==> config.mk <==
export PLATFORM = sky130hd
export DESIGN_NAME = bpsd_root_cell
export DESIGN_NICKNAME = d
export VERILOG_FILES = /design/src/rtl/bpsd_pkg.sv /design/src/rtl/bpsd_root_cell.sv
export SDC_FILE = /design/constraint.sdc
export NUM_CORES = 1
export LEC_CHECK = 0
export BUFFER_PORTS_ARGS = -buffer_cell sky130_fd_sc_hd__buf_2
export CORE_AREA = 2 2 108 110
export CTS_BUF_LIST = sky130_fd_sc_hd__clkbuf_4
export CTS_CLUSTER_DIAMETER = 80
export DETAILED_ROUTE_END_ITERATION = 10
export DIE_AREA = 0 0 110 112
export MAX_ROUTING_LAYER = met4
export PLACE_DENSITY = 0.81
export SYNTH_ARGS = -nofsm -noshare
export SYNTH_HDL_FRONTEND = slang
export SYNTH_SLANG_ARGS = --single-unit
export TNS_END_PERCENT = 10
==> constraint.sdc <==
create_clock -name clock -period 2.9 [get_ports clock]
set_input_delay 0.145 -clock clock [delete_from_list [all_inputs] [get_ports clock]]
set_output_delay 0.145 -clock clock [all_outputs]
set_load 0.03 [all_outputs]
==> src/rtl/bpsd_pkg.sv <==
// shared types, constants and register codes of the box point signed distance block
package bpsd_pkg;

   localparam int COORD_WIDTH_DEFAULT = 24;
   localparam int DIMENSIONS_DEFAULT  = 3;
   localparam int DIST_WIDTH          = 26;
   localparam int RSP_DATA_WIDTH      = ((DIST_WIDTH + 7) / 8) * 8;
   localparam int CSR_INDEX_WIDTH     = 3;

   typedef enum logic [CSR_INDEX_WIDTH-1:0] {
      CSR_LOW_X  = 3'd0,
      CSR_LOW_Y  = 3'd1,
      CSR_LOW_Z  = 3'd2,
      CSR_HIGH_X = 3'd3,
      CSR_HIGH_Y = 3'd4,
      CSR_HIGH_Z = 3'd5
   } csr_index_type;

   typedef struct packed {
      logic valid;
      logic in_box;
   } cell_ctl_type;

   function automatic csr_index_type csr_low_code(input int axis);
      csr_index_type code;
      unique case (axis)
         0:       code = CSR_LOW_X;
         1:       code = CSR_LOW_Y;
         default: code = CSR_LOW_Z;
      endcase
      return code;
   endfunction

   function automatic csr_index_type csr_high_code(input int axis);
      csr_index_type code;
      unique case (axis)
         0:       code = CSR_HIGH_X;
         1:       code = CSR_HIGH_Y;
         default: code = CSR_HIGH_Z;
      endcase
      return code;
   endfunction

endpackage

==> src/rtl/bpsd_root_cell.sv <==
// one square root cell: settles one root bit and passes the item to the next cell
module bpsd_root_cell #(
   parameter int COORD_WIDTH = 24,
   parameter int BIT         = 0
) (
   input  logic                              clock,
   input  logic                              reset,
   input  logic                              en,
   input  bpsd_pkg::cell_ctl_type            up_ctl,
   input  logic [COORD_WIDTH-1:0]            up_gap,
   input  logic [2*COORD_WIDTH+1:0]          up_rem,
   input  logic [COORD_WIDTH:0]              up_root,
   output bpsd_pkg::cell_ctl_type            down_ctl,
   output logic [COORD_WIDTH-1:0]            down_gap,
   output logic [2*COORD_WIDTH+1:0]          down_rem,
   output logic [COORD_WIDTH:0]              down_root
);
   import bpsd_pkg::*;

   localparam int SUM_W  = 2 * COORD_WIDTH + 2;
   localparam int ROOT_W = COORD_WIDTH + 1;

   cell_ctl_type        ctl_ff, ctl_in;
   logic [COORD_WIDTH-1:0] gap_ff, gap_in;
   logic [SUM_W-1:0]    rem_ff, rem_in;
   logic [ROOT_W-1:0]   root_ff, root_in;
   logic [SUM_W-1:0]    trial;
   logic                fits;

   // trial = 2 * root * 2^bit + 4^bit, remainder holds n - root^2
   always_comb begin
      trial  = (SUM_W'(up_root) << (BIT + 1)) | (SUM_W'(1) << (2 * BIT));
      fits   = up_rem >= trial;
      ctl_in = up_ctl;
      gap_in = up_gap;
      if (fits) begin
         rem_in  = up_rem - trial;
         root_in = up_root | (ROOT_W'(1) << BIT);
      end else begin
         rem_in  = up_rem;
         root_in = up_root;
      end
   end

   always_ff @(posedge clock) begin
      if (reset) begin
         ctl_ff <= '0;
      end else if (en) begin
         ctl_ff <= ctl_in;
      end
   end

   always_ff @(posedge clock) begin
      if (en) begin
         gap_ff  <= gap_in;
         rem_ff  <= rem_in;
         root_ff <= root_in;
      end
   end

   assign down_ctl  = ctl_ff;
   assign down_gap  = gap_ff;
   assign down_rem  = rem_ff;
   assign down_root = root_ff;

endmodule

==> impl_metrics.csv <==
group,metric,value,unit
synthesis,synth_top_cells_by_area,"edfxtp_1 (53%), ha_1 (5.9%), xnor2_1 (4.7%), o21ai_0 (3.4%), nand2_1 (3.2%)",
setup_path,r2r_start,"down_ctl[1]",
setup_path,start_kind,"input port",
setup_path,end_kind,"register",
setup_path,cpMostUsedCell,"ha_1",
finish,drive_above_1_share,32.10,%
place,io_buffers,204,
synthesis,synth_seq_cells,101,
clock_network,clockBufferDepth,2,
floorplan,row_count,39,
clock_network,cts.clk_slew.worst_paths,170,ps
sta,rsz0062_at_grt,"yes",
global_routing,antenna_found_initial,1,
routing,wl_met3,1103,um
sta,max_freq,354.8,MHz
setup_path,reg2reg_depth,3,
min_path,min_to,"down_rem[37]",
min_path,whs_path_depth,2,
synthesis,syn-num-nets,621,
floorplan,dieWidth,110,um
floorplan,die_area,12320,um2
routing,wl_met1,6664,um
place,pre_cts_slack,-99.94,ps
floorplan,num_io_pins,205,
synthesis,synth_edf_count,99,
setup_path,crit_fanout,11,
finish,nets,936,
synthesis,synth_top_area_share,53.49,%
clock_network,cts_tree,"built",
routing,num_vias,5177,
floorplan,die_h,112,um
sta,final.setup.worst_slack,81.69,ps
sta,worst_pin_slew,826.7,ps
global_routing,grt_pass1_wl,25490,um
global_routing,grt_util_all_layers,27.60,%
setup_path,crit_slowest_cell,"or4_1",
routing,viasPerCell,5.427,
finish,area_delta_synth_final,43.90,%
clock_network,root_buffer,"clkbuf_4",
floorplan,initial_core_util,49.74,%
setup_path,cpPeakStageDelay,580,ps
min_path,hp-class,"input port to register",
finish,final_area,7998,um2
sta,maxSlewViolCount,0,
job,cap_violations,0,
routing,drt_iter0_markers,361,
global_routing,grt_start_max_net_pins,61,
sta,finalCritPeriodShare,97.18,%
finish,postLayoutCoreUtil,71.57,%
pwr,peakVddDrop,0.2770,mV
sta,min_period,2818,ps
routing,drt_wl_total,16470,um
place,dp_hpwl,11280,um
synthesis,yosys_warnings,0,
global_routing,grt_pass1_vias,5165,
synthesis,synth_common_cells,"edfxtp_1 (99), nand2_1 (47), o21ai_0 (38)",
routing,first_pass_iters,5,
clock_network,clk_latency,470,ps
sta,slew_headroom,44.89,%
place,dpl_cell_area,6855,um2
outcome,outcome,"finished clean",
min_path,hp-start,"up_rem[37]",
sta,setup_viol,0,
clock_network,cts_buffers,9,
synthesis,synth_ff_type,"edfxtp_1",
setup_path,critical_path_class,"input port to register",
synthesis,synth_cells,490,
floorplan,core_area,11170,um2
pwr,p_leak,3.376,nW
synthesis,synthesis.area,5558,um2
routing,wire_per_inst,17.27,um
place,numPlacedInstances,844,
setup_path,arrival,3070,ps
clock_network,clock-sinks,101,
routing,highest_layer,"met4",
pwr,power.density,474.4,nW/um2
sta,hold_slack,35.35,ps
setup_path,required,3150,ps
pwr,total_power,3.794,mW
routing,route.detailed.drc,0,
sta,finalSetupTns,0,ps
synthesis,synth_top_area_cell,"edfxtp_1",
finish,instances_no_fill,954,
sta,hold_violations,0,
routing,drtAntennaViolNets,0,
setup_path,rr_endpoint,"down_ctl[1]",
setup_path,r2r_slack,1750,ps
synthesis,synth.most_common_cell,"edfxtp_1",
global_routing,overflow,0,
sta,clock_skew,0,ps
synthesis,syn_avg_cell_area,11.34,um2
clock_network,htreeDepth,3,
setup_path,path_cells,"dlygate4sd3_1 -> buf_2 -> ha_1 -> ha_1 -> nand3_1 -> or4_1 -> nor4_4 -> nor4b_2 -> a31oi_1 -> buf_4 -> nand4_1 -> xnor2_1",
routing,wl_met2,8312,um
place,globalplace.congestion,0.9339,
synthesis,seq_area_frac_synth,54.21,%
synthesis,ys_types,61,
synthesis,async_flop_share,0,%
-- cells by family after synthesis --
family	share of synthesized area (%)
multiplexers	0.7654
adder cells (fa/ha/maj)	6.213
buffers and inverters	4.052
XOR/XNOR	7.249
AND/OR/NAND/NOR	15.08
flip-flops	54.21
AO/OA/AOI/OAI	12.43
-- worst max path at each step --
| stage | start | to |
|---|---|---|
| 2_1_floorplan | up_root[23] | down_rem[39] |
| 3_3_place_gp | up_root[23] | down_rem[44] |
| 3_5_place_dp | up_root[23] | down_rem[44] |
| 4_1_cts | up_rem[21] | down_rem[44] |
| 5_1_grt | up_rem[1] | down_rem[37] |
| 6_report | up_rem[1] | down_rem[37] |
-- layout by cell type, fill, tap and decap left out, drive strengths merged, types with 13 or more instances in the layout --
cell type	netlist	final
o21ai	38	38
nand2	47	47
inv	32	35
xor2	16	16
dlygate4sd3	0	91
nand4	13	13
edfxtp	99	99
ha	26	26
xnor2	30	30
a21oi	30	30
buf	7	229
nor2	18	18
-- routing by layer --
layer	vias to the layer above	global-route usage, %
met4	0	10.21
met3	32	2.810
li1	2462	-
met5	-	-
met1	2457	35.40
met2	226	45.03
-- power by group --
group	total [mW]	switching [mW]	internal (mW)	leakage [nW]
Sequential	1.82	0.0406	1.78	0.986
Clock	0.819	0.534	0.286	0.0858
Combinational	1.15	0.723	0.431	2.30
-- what timing repair did --
item	CTS	global route
buffers inserted	0	0
hold buffers	91	0
hold endpoints to repair	90	0
resized for setup	0	9
setup endpoints to repair	0	35
-- registers in the layout, summed over array words and instances (netlist names) --
signal     flops
down_rem      50
down_root     25
down_ctl       2
down_gap      24
-- final cells by class --
type | count | area (um2)
Multi-Input combinational cell | 341 | 2389
Fill cell | 795 | 3177
Antenna cell | 1 | 2.502
Tap cell | 143 | 178.9
Sequential cell | 101 | 3013
Inverter | 32 | 120.1
Timing Repair Buffer | 320 | 2135
Clock buffer | 9 | 67.56
Clock inverter | 7 | 92.59
-- worst max-delay path: cells and delay by family --
kind                       cells  cell delay [ps]
xor gates and xnor gates       1              180
adders and majority gates      2              470
and+or+nand+nor                5             1190
buffers and inverters          3              890
AOI/OAI and AO/OA              1              200
Note: power is estimated with default switching activity, not from simulation.
