File: src/rtl/bpsd_axis.sv
// one axis of the front end: face tests, overshoot square and smallest face gap
module bpsd_axis #(
   parameter int COORD_WIDTH = 24
) (
   input  logic                          clock,
   input  logic                          en,
   input  logic signed [COORD_WIDTH-1:0] point,
   input  logic signed [COORD_WIDTH-1:0] low,
   input  logic signed [COORD_WIDTH-1:0] high,
   output logic                          in_box,
   output logic [2*COORD_WIDTH-1:0]      square,
   output logic [COORD_WIDTH-1:0]        gap_min
);

   localparam int EXT_W = COORD_WIDTH + 1;

   logic signed [EXT_W-1:0] pe, le, he;
   logic signed [EXT_W-1:0] d_above, d_below;
   logic                    above, below;

   logic [COORD_WIDTH-1:0]  over_ff, over_in;
   logic [COORD_WIDTH-1:0]  gap_hi_ff, gap_hi_in;
   logic [COORD_WIDTH-1:0]  gap_lo_ff, gap_lo_in;
   logic                    in_a_ff, in_a_in;

   logic [2*COORD_WIDTH-1:0] sq_ff, sq_in;
   logic [COORD_WIDTH-1:0]   gmin_ff, gmin_in;
   logic                     in_b_ff;

   // first stage: differences against both faces
   always_comb begin
      pe      = EXT_W'(point);
      le      = EXT_W'(low);
      he      = EXT_W'(high);
      above   = pe > he;
      below   = pe < le;
      d_above = pe - he;
      d_below = le - pe;
      if (above) begin
         over_in = d_above[COORD_WIDTH-1:0];
      end else if (below) begin
         over_in = d_below[COORD_WIDTH-1:0];
      end else begin
         over_in = '0;
      end
      in_a_in   = !above && !below;
      gap_hi_in = (~d_above[COORD_WIDTH-1:0]) + COORD_WIDTH'(1);
      gap_lo_in = (~d_below[COORD_WIDTH-1:0]) + COORD_WIDTH'(1);
   end

   // second stage: square of the overshoot and nearer face
   always_comb begin
      sq_in   = (2*COORD_WIDTH)'(over_ff) * (2*COORD_WIDTH)'(over_ff);
      gmin_in = (gap_hi_ff < gap_lo_ff) ? gap_hi_ff : gap_lo_ff;
   end

   always_ff @(posedge clock) begin
      if (en) begin
         over_ff   <= over_in;
         gap_hi_ff <= gap_hi_in;
         gap_lo_ff <= gap_lo_in;
         in_a_ff   <= in_a_in;
         sq_ff     <= sq_in;
         gmin_ff   <= gmin_in;
         in_b_ff   <= in_a_ff;
      end
   end

   assign in_box  = in_b_ff;
   assign square  = sq_ff;
   assign gap_min = gmin_ff;

endmodule

File: config.mk
export PLATFORM = sky130hd
export DESIGN_NAME = bpsd_axis
export DESIGN_NICKNAME = d
export VERILOG_FILES = /design/src/rtl/bpsd_axis.sv
export SDC_FILE = /design/constraint.sdc
export NUM_CORES = 1
export LEC_CHECK = 0
export ABC_AREA = 1
export BUFFER_PORTS_ARGS = -buffer_cell sky130_fd_sc_hd__buf_2
export CAP_MARGIN = 25
export CORE_ASPECT_RATIO = 1.4
export CORE_MARGIN = 10
export CORE_UTILIZATION = 55
export CTS_CLUSTER_SIZE = 24
export DETAILED_ROUTE_END_ITERATION = 10
export PLACE_DENSITY = 0.74
export SLEW_MARGIN = 20
export SYNTH_ARGS = -nofsm -noshare
export SYNTH_HDL_FRONTEND = slang
export SYNTH_SLANG_ARGS = --single-unit
File: constraint.sdc
create_clock -name clock -period 9.4 [get_ports clock]
set_input_delay 0.47 -clock clock [delete_from_list [all_inputs] [get_ports clock]]
set_output_delay 0.47 -clock clock [all_outputs]
set_load 0.03 [all_outputs]
==> results of run 1 <==
[through the flow]
stage	area, µm²	setup WS [ns]	instances	utilization	hold slack, ns
2_1_floorplan	27480	3.037	3474	-	0.4003
3_3_place_gp	28880	1.804	4211	0.5863	0.4100
3_5_place_dp	28880	1.851	4211	0.5863	0.4158
4_1_cts	29500	1.781	4243	0.5990	0.4328
5_1_grt	29590	1.406	4248	0.6008	0.4294
6_report	29590	1.749	4248	0.6008	0.4262
[critical path, delay by kind of cell (launching register included)]
| kind | cells | cell delay, ns |
|---|---|---|
| adders and majority gates | 8 | 4.09 |
| and+or+nand+nor | 5 | 0.97 |
| DFF | 1 | 1.06 |
| xor gates and xnor gates | 1 | 0.32 |
| buffers and inverters | 7 | 0.44 |
| AOI/OAI and AO/OA | 2 | 0.54 |
[worst max path at each step]
stage,from,endpoint,slack [ns],cells after the start
floorplan,over_ff[2]$_DFFE_PP_,square[27]$_DFFE_PP_,3.04,26
global placement,over_ff[4]$_DFFE_PP_,square[27]$_DFFE_PP_,1.80,23
detailed placement,over_ff[4]$_DFFE_PP_,square[27]$_DFFE_PP_,1.85,23
CTS,over_ff[4]$_DFFE_PP_,square[27]$_DFFE_PP_,1.78,23
global route,over_ff[20]$_DFFE_PP_,square[27]$_DFFE_PP_,1.41,23
finish,over_ff[20]$_DFFE_PP_,square[27]$_DFFE_PP_,1.75,23
[registers in the layout, indices dropped and copies added (netlist names)]
register	cells
square	47
gap_min	24
gap_hi_ff	24
gap_lo_ff	24
in_box	1
over_ff	24
in_a_ff	1
[cells in the mapped netlist, types with 18 or more instances]
cell type and n:
sky130_fd_sc_hd__a21oi_1 104, sky130_fd_sc_hd__clkbuf_1 55, sky130_fd_sc_hd__edfxtp_1 145, sky130_fd_sc_hd__fa_1 424, sky130_fd_sc_hd__ha_1 249, sky130_fd_sc_hd__inv_1 1027, sky130_fd_sc_hd__nand2_1 809, sky130_fd_sc_hd__nand3_1 130
sky130_fd_sc_hd__nand4_1 38, sky130_fd_sc_hd__nor2_1 167, sky130_fd_sc_hd__nor2_2 18, sky130_fd_sc_hd__nor3_1 22, sky130_fd_sc_hd__o21ai_0 48, sky130_fd_sc_hd__o22ai_1 24, sky130_fd_sc_hd__xnor2_1 27, sky130_fd_sc_hd__xor2_1 60
[cell type report]
class,count,share of cell area
Multi-Input combinational cell,2232,0.6416
Inverter,1036,0.1314
Clock buffer,17,0.01438
Tap cell,637,0.02694
Clock inverter,15,0.006724
Timing Repair Buffer,166,0.03176
Sequential cell,145,0.1472
[layer usage]
metal  wire [µm]  vias up  GRT usage
met3        3440      291    0.03073
met5           0        -          0
met2       44530      762     0.5339
met1       26550    10910     0.2640
li1            -    10590          -
met4        6577        0     0.1937
[cell families after synthesis]
kind of cell	Yosys count	share of synthesized area
xor+xnor	89	0.02932
flops	145	0.1584
other cells	1	0.0001365
fa+ha+maj	673	0.4223
simple gates	1238	0.1909
compound gates	231	0.04781
buf+inv	1097	0.1511
==> impl.org, run 1 <==
** Clocking
- Number of H-tree levels :: 4
- Clock tree buffer depth :: 2
- Post-CTS repair changed the size of 0 cells.
- The tree built by TritonCTS fans out to 145 sinks.
- Number of setup buffers added after CTS :: 0
- The number of hold buffers added after CTS was 0.
- TritonCTS built the clock tree.
- Clock root cell :: sky130_fd_sc_hd__clkbuf_16
- Clk_lat worst skew :: between 0.4 and 0.5 ns
- Counting the buffers created by CTS gives 17.
- Clock Pin Slew Worst Setup and Hold Paths :: roughly 0.090 ns

** Die
- Die outline width :: about 210 µm
- I/O pin count :: 147
- In this run the standard cell core region covers slightly below 50,000 µm².
- Full die area :: 59,430 µm²
- The initial utilization of the core area, before any placement, comes to 0.5580.
- Row cnt :: 96
- Height of the die :: 284.5 µm

** Critical path
- FF-to-FF Start :: over_ff[20]$_DFFE_PP_
- Critical path required time :: 9.66 ns
- STA puts the critical path data arrival time at between 7 and 8 ns.
- Max stage delay on crit path :: roughly 1.1 ns
- The largest individual stage delay along the critical path comes from the cell sky130_fd_sc_hd__edfxtp_1.
- STA classifies the critical path startpoint as a flip-flop.
- Worst flop-to-flop path endpoint :: square[27]$_DFFE_PP_
- R2R cell count :: 23
- Worst setup slack for register-to-register paths :: 1.75 ns
- Cells traversed along the worst timing path :: nand2_1, fa_1, inv_1, fa_1, fa_1, inv_1, fa_1, inv_1, fa_1, fa_1, inv_1, fa_1, inv_1, ha_1, nand2_1, nor2_1, inv_1, nor2_1, inv_1, nor4_1, a21oi_1, o21ai_0, xor2_1
- Type of the worst setup path :: reg -> reg
- Along the worst path, the maximum fanout reaches 24.
- Type of destination of the critical path :: flip-flop

** Timing
- Layout Skew :: 0.03206 ns
- Portion of the clock cycle consumed by the worst path in the final layout :: 0.8139
- Fmax :: approximately 130 MHz
- The count of pins over their slew limit is 0.
- The number of hold violations in the final report came to 0.
- Final period demand of the worst path :: about 7.7 ns
- The worst pin sits at a relative slew slack of 0.2280.
- Setup repair after global routing left no endpoint under its margin.
- At the pin with the least slew margin, the transition time is 1.158 ns.
- Setup violations remaining at the end of the flow were counted as 0.
- Adding up every negative setup slack in the final design gives 0 ns.

** Global route
- Global-route wire length before repair :: about 130,000 µm
- Global routing finished with a remaining overflow of 0.
- Largest net degree at the start of global routing :: 75
- The number of antenna violations at the first check in global routing came to 0.
- Total routing resource utilization after global routing :: 0.2762
- The number of global-route vias before repair came to 24.27k.

** Route
- Before antenna repair, the detailed router went through 5 iterations.
- For this block, the initial DRC count from the detailed router was 1,419.
- For this block, the routed nets add up to slightly above 80,000 µm of wire.
- The count of nets left with antenna violations once routing finished came out at 0.
- After detailed routing, the number of remaining DRC violations is 0.
- Dividing the detail-routed wire length by the instance count gives about 19 µm.
- Post-detailed-route via-to-cell ratio :: about 5.3
- The detailed router placed 22.56k vias in this run.

** Placed design
- After legalization and detailed placement, the total HPWL measured 67,580 µm.
- The congestion estimate from routability-driven global placement came to about 1.0.
- IO Port Bufs :: ~150

** Synth
- After synthesis the netlist holds a flip-flop and latch count of between 100 and 150.
- Library cell with the largest summed area after synthesis :: sky130_fd_sc_hd__fa_1
- Synthesized net count :: 4,221
- The share of synthesized area in the top cell type comes to 0.3089.
- Synth Area per Inst :: around 7.9 µm²
- Yosys printed 0 warnings.
- Post-synthesis cell count :: 3,474
- Predominant post-synthesis flop cell :: sky130_fd_sc_hd__edfxtp_1
- Yosys mapped a number of flops with a built-in enable equal to 145.
- After synthesis, the cell types taking the most area are sky130_fd_sc_hd__fa_1, sky130_fd_sc_hd__edfxtp_1, sky130_fd_sc_hd__inv_1.
- Counting distinct cell types in the post-synthesis netlist gives 47.
- Seq/Total Area, Yosys :: 0.1584
- After synthesis, the share of flip-flops with an asynchronous set or reset is 0.
- Netlist area before placement :: roughly 27,000 µm²

** Worst hold path
- The path class of the tightest hold or removal check is reg -> reg.
- Endpoint with the worst hold slack :: in_box$_DFFE_PP_
- Counting instances, the worst hold path has a depth of 0.
- In this run the most critical hold path is launched from in_a_ff$_DFFE_PP_.

** Layout
- The library cell used most frequently in the layout, excluding fill and tap cells, is sky130_fd_sc_hd__inv_1.
- Summing all flip-flop and latch instances after layout gives about 4400 µm².
- Footprint of the multi-input gates :: ~19,000 µm²
- In the layout the commonest cells are sky130_fd_sc_hd__inv_1, sky130_fd_sc_hd__nand2_1, sky130_fd_sc_hd__fa_1.
- Compared with the post-synthesis result, the final layout area differs by 7.667%.
- Of the cells placed in the final design, the portion with a size suffix greater than 1 is 0.07422.
- Number of nets in the layout :: 4,345
- The number of antenna diodes in the final layout is 0.
- Final-layout fill cell count :: 4,453

** Outcome
- Outcome :: completed

** Job
- Max-capacitance violation count :: 0
Power of run 1 is not shown: default switching activity piles up to over one toggle a cycle in this logic, so the estimate is an artifact.
==> run 2: changes to the inputs <==
--- a/config.mk
+++ b/config.mk
@@ -5,7 +5,7 @@
 export SDC_FILE = /design/constraint.sdc
 export NUM_CORES = 1
 export LEC_CHECK = 0
-export ABC_AREA = 1
+export ABC_AREA = 0
 export BUFFER_PORTS_ARGS = -buffer_cell sky130_fd_sc_hd__buf_2
 export CAP_MARGIN = 25
 export CORE_ASPECT_RATIO = 1.4
@@ -13,7 +13,7 @@
 export CORE_UTILIZATION = 55
 export CTS_CLUSTER_SIZE = 24
 export DETAILED_ROUTE_END_ITERATION = 10
-export PLACE_DENSITY = 0.74
+export PLACE_DENSITY = 0.77
 export SLEW_MARGIN = 20
 export SYNTH_ARGS = -nofsm -noshare
 export SYNTH_HDL_FRONTEND = slang
==> constraint.sdc (replaced) <==
create_clock -name clock -period 6.45 [get_ports clock]
set_input_delay 0.3225 -clock clock [delete_from_list [all_inputs] [get_ports clock]]
set_output_delay 0.3225 -clock clock [all_outputs]
set_load 0.03 [all_outputs]
==> run 2 against run 1 <==
The flow now finishes with violations (setup timing). Critical endpoint is now square[44]$_DFFE_PP_. Sequential share of layout area decreased by 0.54 points. Clock-buffer cell count is the same. Via count shrank 11%.
==> impl.org, run 2 <==
** Global route
- The number of global-route vias before repair was 22.92k.
- Entering global routing, the biggest net connects 78 pins.
- The number of antenna violations at the first check in global routing came to 1.
- Fraction of met2 tracks used by global routing :: 0.5199
- GR Util met3 :: 0.03238
- Summed over all layers, the global routing overflow is 0.
- In the global route stage, met1 resource usage came out at 0.2601.
- The first global-routing pass estimated 116,300 µm of wire.
- Most utilized layer in the global route result :: met2
- Across every metal layer, demand over resource in global routing totals 0.2675.

** Outcome
- Violated checks :: setup timing
- The run finished, with violations left.

** Critical path
- For the worst setup path, the data required time is about 6.7 ns.
- The most numerous cell type found on the critical path is sky130_fd_sc_hd__fa_1.
- For this run, the slowest stage of the critical path takes 0.60 ns.
- For the worst setup path, the data arrival time is between 7 and 8 ns.
- STA classifies the critical path startpoint as a flip-flop.
- The worst setup path is captured at a flip-flop.
- Type of the worst setup path :: reg -> reg
- In this run the worst path has a maximum fanout of 16.
- Among all stages on the critical path, the largest delay is contributed by sky130_fd_sc_hd__fa_2.

** Placed design
- Input and output buffers added on the ports amount to about 150.
- OpenSTA, run right after detailed placement, puts the worst setup slack at -0.4948 ns.
- Gpl congestion :: 0.9555
- Placement Cell Area :: 29,300 µm²
- Half-perimeter wire length after placement :: about 62,000 µm

** Clocking
- Clock Pin Slew Worst Setup and Hold Paths :: roughly 0.080 ns
- Total clock buffers created by CTS :: 17
- CTS tree :: done
- Number of H-tree levels :: 4
- Clk_lat worst skew :: ~0.46 ns
- Counting along the longest clock path gives a buffer depth of 2.
- CTS saw ~150 sinks.
- The tree is rooted in a sky130_fd_sc_hd__clkbuf_16.
- CTS Hold Buffers Added :: 0

** Synth
- In the synthesized netlist, the number of instances is about 2.7k.
- Of the synthesized area, sequential elements account for 0.1698.
- Synth Area per Inst :: 9.544 µm²
- Main area contributors after synthesis :: sky130_fd_sc_hd__fa_1, sky130_fd_sc_hd__edfxtp_1, sky130_fd_sc_hd__ha_1
- Counting flops and latches in the post-synthesis netlist gives 145.
- After synthesis, the netlist uses 83 different library cells.
- Netlist area before placement :: between 20,000 and 30,000 µm²
- The commonest cells after synthesis are sky130_fd_sc_hd__inv_1, sky130_fd_sc_hd__fa_1, sky130_fd_sc_hd__ha_1.
- During synthesis, Yosys emitted a total of 0 warnings.
- The share of synthesized area in the top cell type comes to 0.3310.
- Library cell with the highest instance count after synthesis :: sky130_fd_sc_hd__inv_1
- Share of synthesized flip-flops with an asynchronous set or reset :: 0
- Synthesized net count :: around 3.4k
- Library cell with the largest summed area after synthesis :: sky130_fd_sc_hd__fa_1
- Predominant post-synthesis flop cell :: sky130_fd_sc_hd__edfxtp_1
- Number of synthesized flops with an enable pin :: about 150

** Die
- The die is between 200 and 300 µm tall.
- After floorplanning, the core was divided into 93 placement rows.
- Full die area :: 55,790 µm²
- Initial core utilization :: 0.5566
- In this run the count of I/O pins placed on the die edge is ~150.
- Placeable Area :: approximately 46,000 µm²
- The die is about 200 µm wide.

** Route
- DRC errors left :: 0
- The detailed router finished its first iteration with 1,166 violations.
- Total length of routed wires :: ~74,000 µm
- The count of nets left with antenna violations once routing finished came out at 0.
- Detailed Routing Iterations Pass 1 :: 6
- Total via count in the routed design :: ~20k
- Using the TritonRoute via totals, the vias-per-cell ratio works out to between 5 and 6.
- Avg WL per Cell :: around 20 µm

** Layout
- Counting the fill cells in the layout gives 3,577.
- Number of nets in the layout :: about 3.8k
- Of the cells placed in the final design, the portion with a size suffix greater than 1 is 0.2209.
- Leaving out fill and tap cells, the most frequent cells in the layout are sky130_fd_sc_hd__inv_1, sky130_fd_sc_hd__fa_1, sky130_fd_sc_hd__buf_4.
- Number of diodes :: 0
- Relative to the synthesized area, the layout overhead comes to 19.79%.
- Commonest non-fill, non-tap cell in the layout :: sky130_fd_sc_hd__inv_1
- Max reg flops :: 47
- Summing all non-filler instances in the final layout gives an area of about 31,000 µm².

** Timing
- Min Hold Slack :: 0.3825 ns
- Final-report hold violation count :: 0
- Final sum of negative setup slack :: -5.026 ns
- Headroom to the max-slew limit came out at 0.3339.
- Max Slew Vio Count :: 0
- Fmax :: 144.8 MHz
- Final setup fails :: 21
- Worst path setup slack after routing :: -0.4549 ns
- Transition time of the tightest slew-check pin :: roughly 1 ns
- On the final layout, the worst clock skew is 0.01527 ns.
- Final period demand of the worst path :: 6.905 ns
- Setup repair after global routing missed its margin :: yes
- In the finished design, the share of the clock period the worst path needs comes to 1.071.

** Job
- The tool flagged a number of max-cap violations equal to 0.

** Worst hold path
- The tightest min-delay check is of the in -> reg type.
==> run 2: changes by cell type after synthesis, sizes merged, moves of 16 or more <==
| cell | change |
|---|---|
| nand2 | -603 |
| inv | -337 |
| nor2 | -124 |
| and2 | +122 |
| nand3 | -108 |
| xnor2 | +65 |
| a21o | +36 |
| mux2 | +25 |
| clkbuf | +22 |
| xor2 | -18 |
| a211oi | +16 |
==> run 2: path summary, 6_finish.rpt <==
check,startpoint,to,slack [ns],depth (start not counted)
worst max register to register,over_ff[8]$_DFFE_PP_,square[44]$_DFFE_PP_,-0.45,25
worst min register to register,in_a_ff$_DFFE_PP_,in_box$_DFFE_PP_,0.43,0
worst max-delay path,over_ff[8]$_DFFE_PP_,square[44]$_DFFE_PP_,-0.45,25
worst min-delay path,en,gap_min[2]$_DFFE_PP_,0.38,1
==> run 2: area by class of cell <==
| class | instances | area [µm²] | area share |
|---|---|---|---|
| Inverter | 700 | 2628 | 0.08553 |
| Clock inverter | 15 | 192.7 | 0.006272 |
| Timing Repair Buffer | 447 | 3249 | 0.1058 |
| Clock buffer | 17 | 425.4 | 0.01385 |
| Tap cell | 617 | 772.0 | 0.02513 |
| Multi-Input combinational cell | 1755 | 19100 | 0.6217 |
| Sequential cell | 145 | 4354 | 0.1417 |
==> run 2: repair_timing <==
item | 4_1_cts | 5_1_grt
pin swaps | 22 | 23
setup endpoints to repair | 22 | 26
setup buffers | 19 | 8
resized for setup | 81 | 66
cloned | 1 | 0
==> run 2: cells by family after synthesis <==
family	count (synthesis)	synth area share
fa+ha+maj	673	0.4525
buf+inv	787	0.1158
simple gates	574	0.1128
compound gates	345	0.09065
flops	145	0.1698
xor+xnor	136	0.04703
mux	26	0.01137
other cells	1	0.0001462
==> run 2: critical path: cells and delay by family, from the launching register on <==
family          cells  cell delay (ns)
flops               1             0.38
fa+ha+maj           8             3.59
xor+xnor            1             0.10
buf+inv             7             0.71
simple gates        2             0.24
compound gates      7             1.64
==> run 2: through the flow <==
| stage | utilization | instances |
|---|---|---|
| CTS | 0.6599 | 3688 |
| global placement | 0.6359 | 3636 |
| finish | 0.6667 | 3696 |
| floorplan | - | 2687 |
| detailed placement | 0.6359 | 3636 |
| global route | 0.6667 | 3696 |
==> run 2: layer usage <==
metal	wire (µm)	up-vias
met1	24560	10010
met2	40760	713
met3	3298	263
met4	5274	2
li1	-	9186
met5	16	-
Power of run 2 is left out for the same reason.
==> run 3: changes to the inputs <==
==> constraint.sdc (replaced) <==
create_clock -name clock -period 6.45 [get_ports clock]
set_input_delay 1.935 -clock clock [delete_from_list [all_inputs] [get_ports clock]]
set_output_delay 1.935 -clock clock [all_outputs]
set_load 0.03 [all_outputs]
==> run 3 against run 2 <==
The flow still finishes with violations (setup timing). Sequential share of layout area down 0.27 points. Routed wire length up 2.9%. Clock-buffer cell count unchanged. Critical path type unchanged.
==> impl.org, run 3 (synthesis results as in run 2) <==
** Route
- Total length of routed wires :: approximately 76,000 µm
- Total via count in the routed design :: 20.66k
- Avg WL per Cell :: 20.31 µm
- After the first detailed-routing iteration, the DRC count stood at between 1k and 1.5k.
- Detailed Routing Iterations Pass 1 :: 6
- Post-detailed-route via-to-cell ratio :: 5.516
- In the routed design, unresolved DRC markers number 0.
- The detail route stage leaves a number of antenna-violating nets equal to 0.

** Die
- The floorplan step defined a die boundary enclosing roughly 56,000 µm².
- The region available for standard cell placement spans 46,080 µm².
- Height of the die :: 275.5 µm
- The initial utilization of the core area, before any placement, comes to 0.5566.
- I/O pin count :: roughly 150
- Row cnt :: 93
- Die outline width :: roughly 200 µm

** Layout
- Syn-to-layout area delta :: 22.13%
- After filler insertion, the fill cell instance count of the layout stands at ~3.4k.
- Layout cell share with drive strength beyond 1 :: 0.2452
- Commonest non-fill, non-tap cell in the layout :: sky130_fd_sc_hd__inv_1
- In the final design database the tool counted 3,862 nets.
- Reg area :: roughly 4400 µm²
- Footprint of the multi-input gates :: 19,250 µm²
- Top library cells by usage in the layout, fill and taps aside :: sky130_fd_sc_hd__inv_1, sky130_fd_sc_hd__fa_1, sky130_fd_sc_hd__buf_4
- Max reg flops :: between 40 and 50
- Final design utilization :: 0.6798
- Number of diodes :: 0
- Once layout is done, the placed cells without fillers occupy roughly 31,000 µm².

** Placed design
- Placement Cell Area :: roughly 29,000 µm²
- During placement, the flow inserted port buffers numbering approximately 150.
- The congestion estimate from routability-driven global placement came to approximately 0.97.
- The wire-length estimate of the detail-placed layout is just over 60,000 µm.
- Before CTS, the worst setup slack after placement is -0.5587 ns.

** Critical path
- STA classifies the critical path endpoint as a flip-flop.
- STA classifies the critical path startpoint as a flip-flop.
- Critical path launch point :: over_ff[9]$_DFFE_PP_
- Critical path required time :: ~6.7 ns
- Worst setup slack for register-to-register paths :: -0.40 ns
- The endpoint identified for the worst register-to-register timing path is square[44]$_DFFE_PP_.
- Of all nets on the critical path, the largest fanout is 6.
- For the worst setup path, the data arrival time is just over 7 ns.
- FF-to-FF Start :: over_ff[9]$_DFFE_PP_
- The critical path is of the reg -> reg type.
- R2R cell count :: 26

** Worst hold path
- Counting instances, the worst hold path has a depth of 0.
- Endpoint with the worst hold slack :: in_box$_DFFE_PP_
- The worst hold path begins at in_a_ff$_DFFE_PP_.
- The worst hold path belongs to the class reg -> reg.

** Timing
- Layout Skew :: approximately 0.018 ns
- Setup repair after global routing could not meet its margin everywhere.
- Max Slew Vio Count :: 0
- The number of hold violations in the final report was 0.
- Dividing the final minimum period by the clock period gives 1.063.
- Transition time of the tightest slew-check pin :: just over 1 ns
- In this run the tightest slew margin relative to its limit is 0.3267.
- On the final layout, the worst hold slack is ~0.43 ns.
- Setup violations remaining at the end of the flow were counted as 18.
- Fmax :: 145.9 MHz
- Final period demand of the worst path :: about 6.9 ns
- Worst path setup slack after routing :: -0.4041 ns

** Global route
- Largest net degree at the start of global routing :: 77
- Total routing resource utilization after global routing :: 0.2683
- The total overflow left after global routing is 0.
- The number of antenna violations at the first check in global routing was 2.
- Global-route wire length before repair :: between 100,000 and 150,000 µm
- Number of global-route vias before repair :: 22.96k

** Clocking
- Total clock buffers created by CTS :: 17
- The H-tree was split into 4 levels.
- The later pin in the worst-skew pair is clocked with a latency of about 0.47 ns.
- TritonCTS Sinks :: 145
- TritonCTS built the clock tree.
- The longest clock path from root to sink contains 2 buffers.
- CTS Hold Buffers Added :: 0
- Clock root cell :: sky130_fd_sc_hd__clkbuf_16
- Clock Pin Slew Worst Setup and Hold Paths :: ~0.070 ns

** Job
- Across the run, the number of max-cap violations was 0.

** Outcome
- The checks that failed: setup timing.
- Outcome :: finished, violations left
[run 3: layout make-up]
| class | instances | share of cell area |
|---|---|---|
| multi-input cells | 1755 | 0.6147 |
| clock buffers | 17 | 0.01358 |
| clock inverters | 15 | 0.004793 |
| inverters | 700 | 0.08397 |
| flip-flops and latches | 145 | 0.1390 |
| repair buffers | 496 | 0.1193 |
| well taps | 617 | 0.02465 |
[run 3: critical path, cell delays in order, from the launching register on]
cell	delay [ns]
sky130_fd_sc_hd__edfxtp_1	0.51
sky130_fd_sc_hd__buf_6	0.18
sky130_fd_sc_hd__nand2_4	0.08
sky130_fd_sc_hd__inv_2	0.04
sky130_fd_sc_hd__fa_2	0.37
sky130_fd_sc_hd__fa_1	0.54
sky130_fd_sc_hd__inv_2	0.05
sky130_fd_sc_hd__fa_2	0.56
sky130_fd_sc_hd__inv_2	0.04
sky130_fd_sc_hd__fa_1	0.55
sky130_fd_sc_hd__inv_2	0.04
sky130_fd_sc_hd__fa_1	0.51
sky130_fd_sc_hd__inv_1	0.06
sky130_fd_sc_hd__fa_1	0.47
sky130_fd_sc_hd__inv_1	0.05
sky130_fd_sc_hd__fa_2	0.52
sky130_fd_sc_hd__inv_2	0.05
sky130_fd_sc_hd__ha_4	0.16
sky130_fd_sc_hd__a211oi_2	0.24
sky130_fd_sc_hd__o21ai_2	0.11
sky130_fd_sc_hd__nand3b_1	0.19
sky130_fd_sc_hd__a41o_1	0.26
sky130_fd_sc_hd__a221oi_2	0.27
sky130_fd_sc_hd__o211ai_1	0.16
sky130_fd_sc_hd__a211o_1	0.33
sky130_fd_sc_hd__a31oi_2	0.20
sky130_fd_sc_hd__xnor2_1	0.07
[run 3: layer usage]
layer / GRT usage / part of all wire / up-vias
li1: - / - / 9287
met2: 0.5112 / 0.55 / 808
met4: 0.1944 / 0.082 / 4
met1: 0.2624 / 0.33 / 10240
met5: 0 / 0.00030 / -
met3: 0.03344 / 0.043 / 314
[run 3: how the worst max path moves through the flow]
stage	endpoint	slack, ns	cells after the start
floorplan	square[44]$_DFFE_PP_	-0.12	24
global placement	square[47]$_DFFE_PP_	-0.42	25
detailed placement	square[45]$_DFFE_PP_	-0.56	24
CTS	square[44]$_DFFE_PP_	-0.40	27
global route	square[44]$_DFFE_PP_	-0.62	26
finish	square[44]$_DFFE_PP_	-0.40	26
[run 3: through the flow]
stage | std cells | TNS [ns]
after CTS | 3702 | -3.627
after global routing | 3745 | -8.858
after global placement | 3646 | -4.319
final | 3745 | -4.605
after detailed placement | 3646 | -6.702
after floorplan | 2687 | -0.1190
[run 3: timing repair]
action / in CTS / in global routing
pin swaps: 15 / 92
cloned: 1 / 1
buffers inserted: 23 / 46
endpoints found under the setup margin: 25 / 26
resized for setup: 89 / 127
Power of run 3 is left out for the same reason.
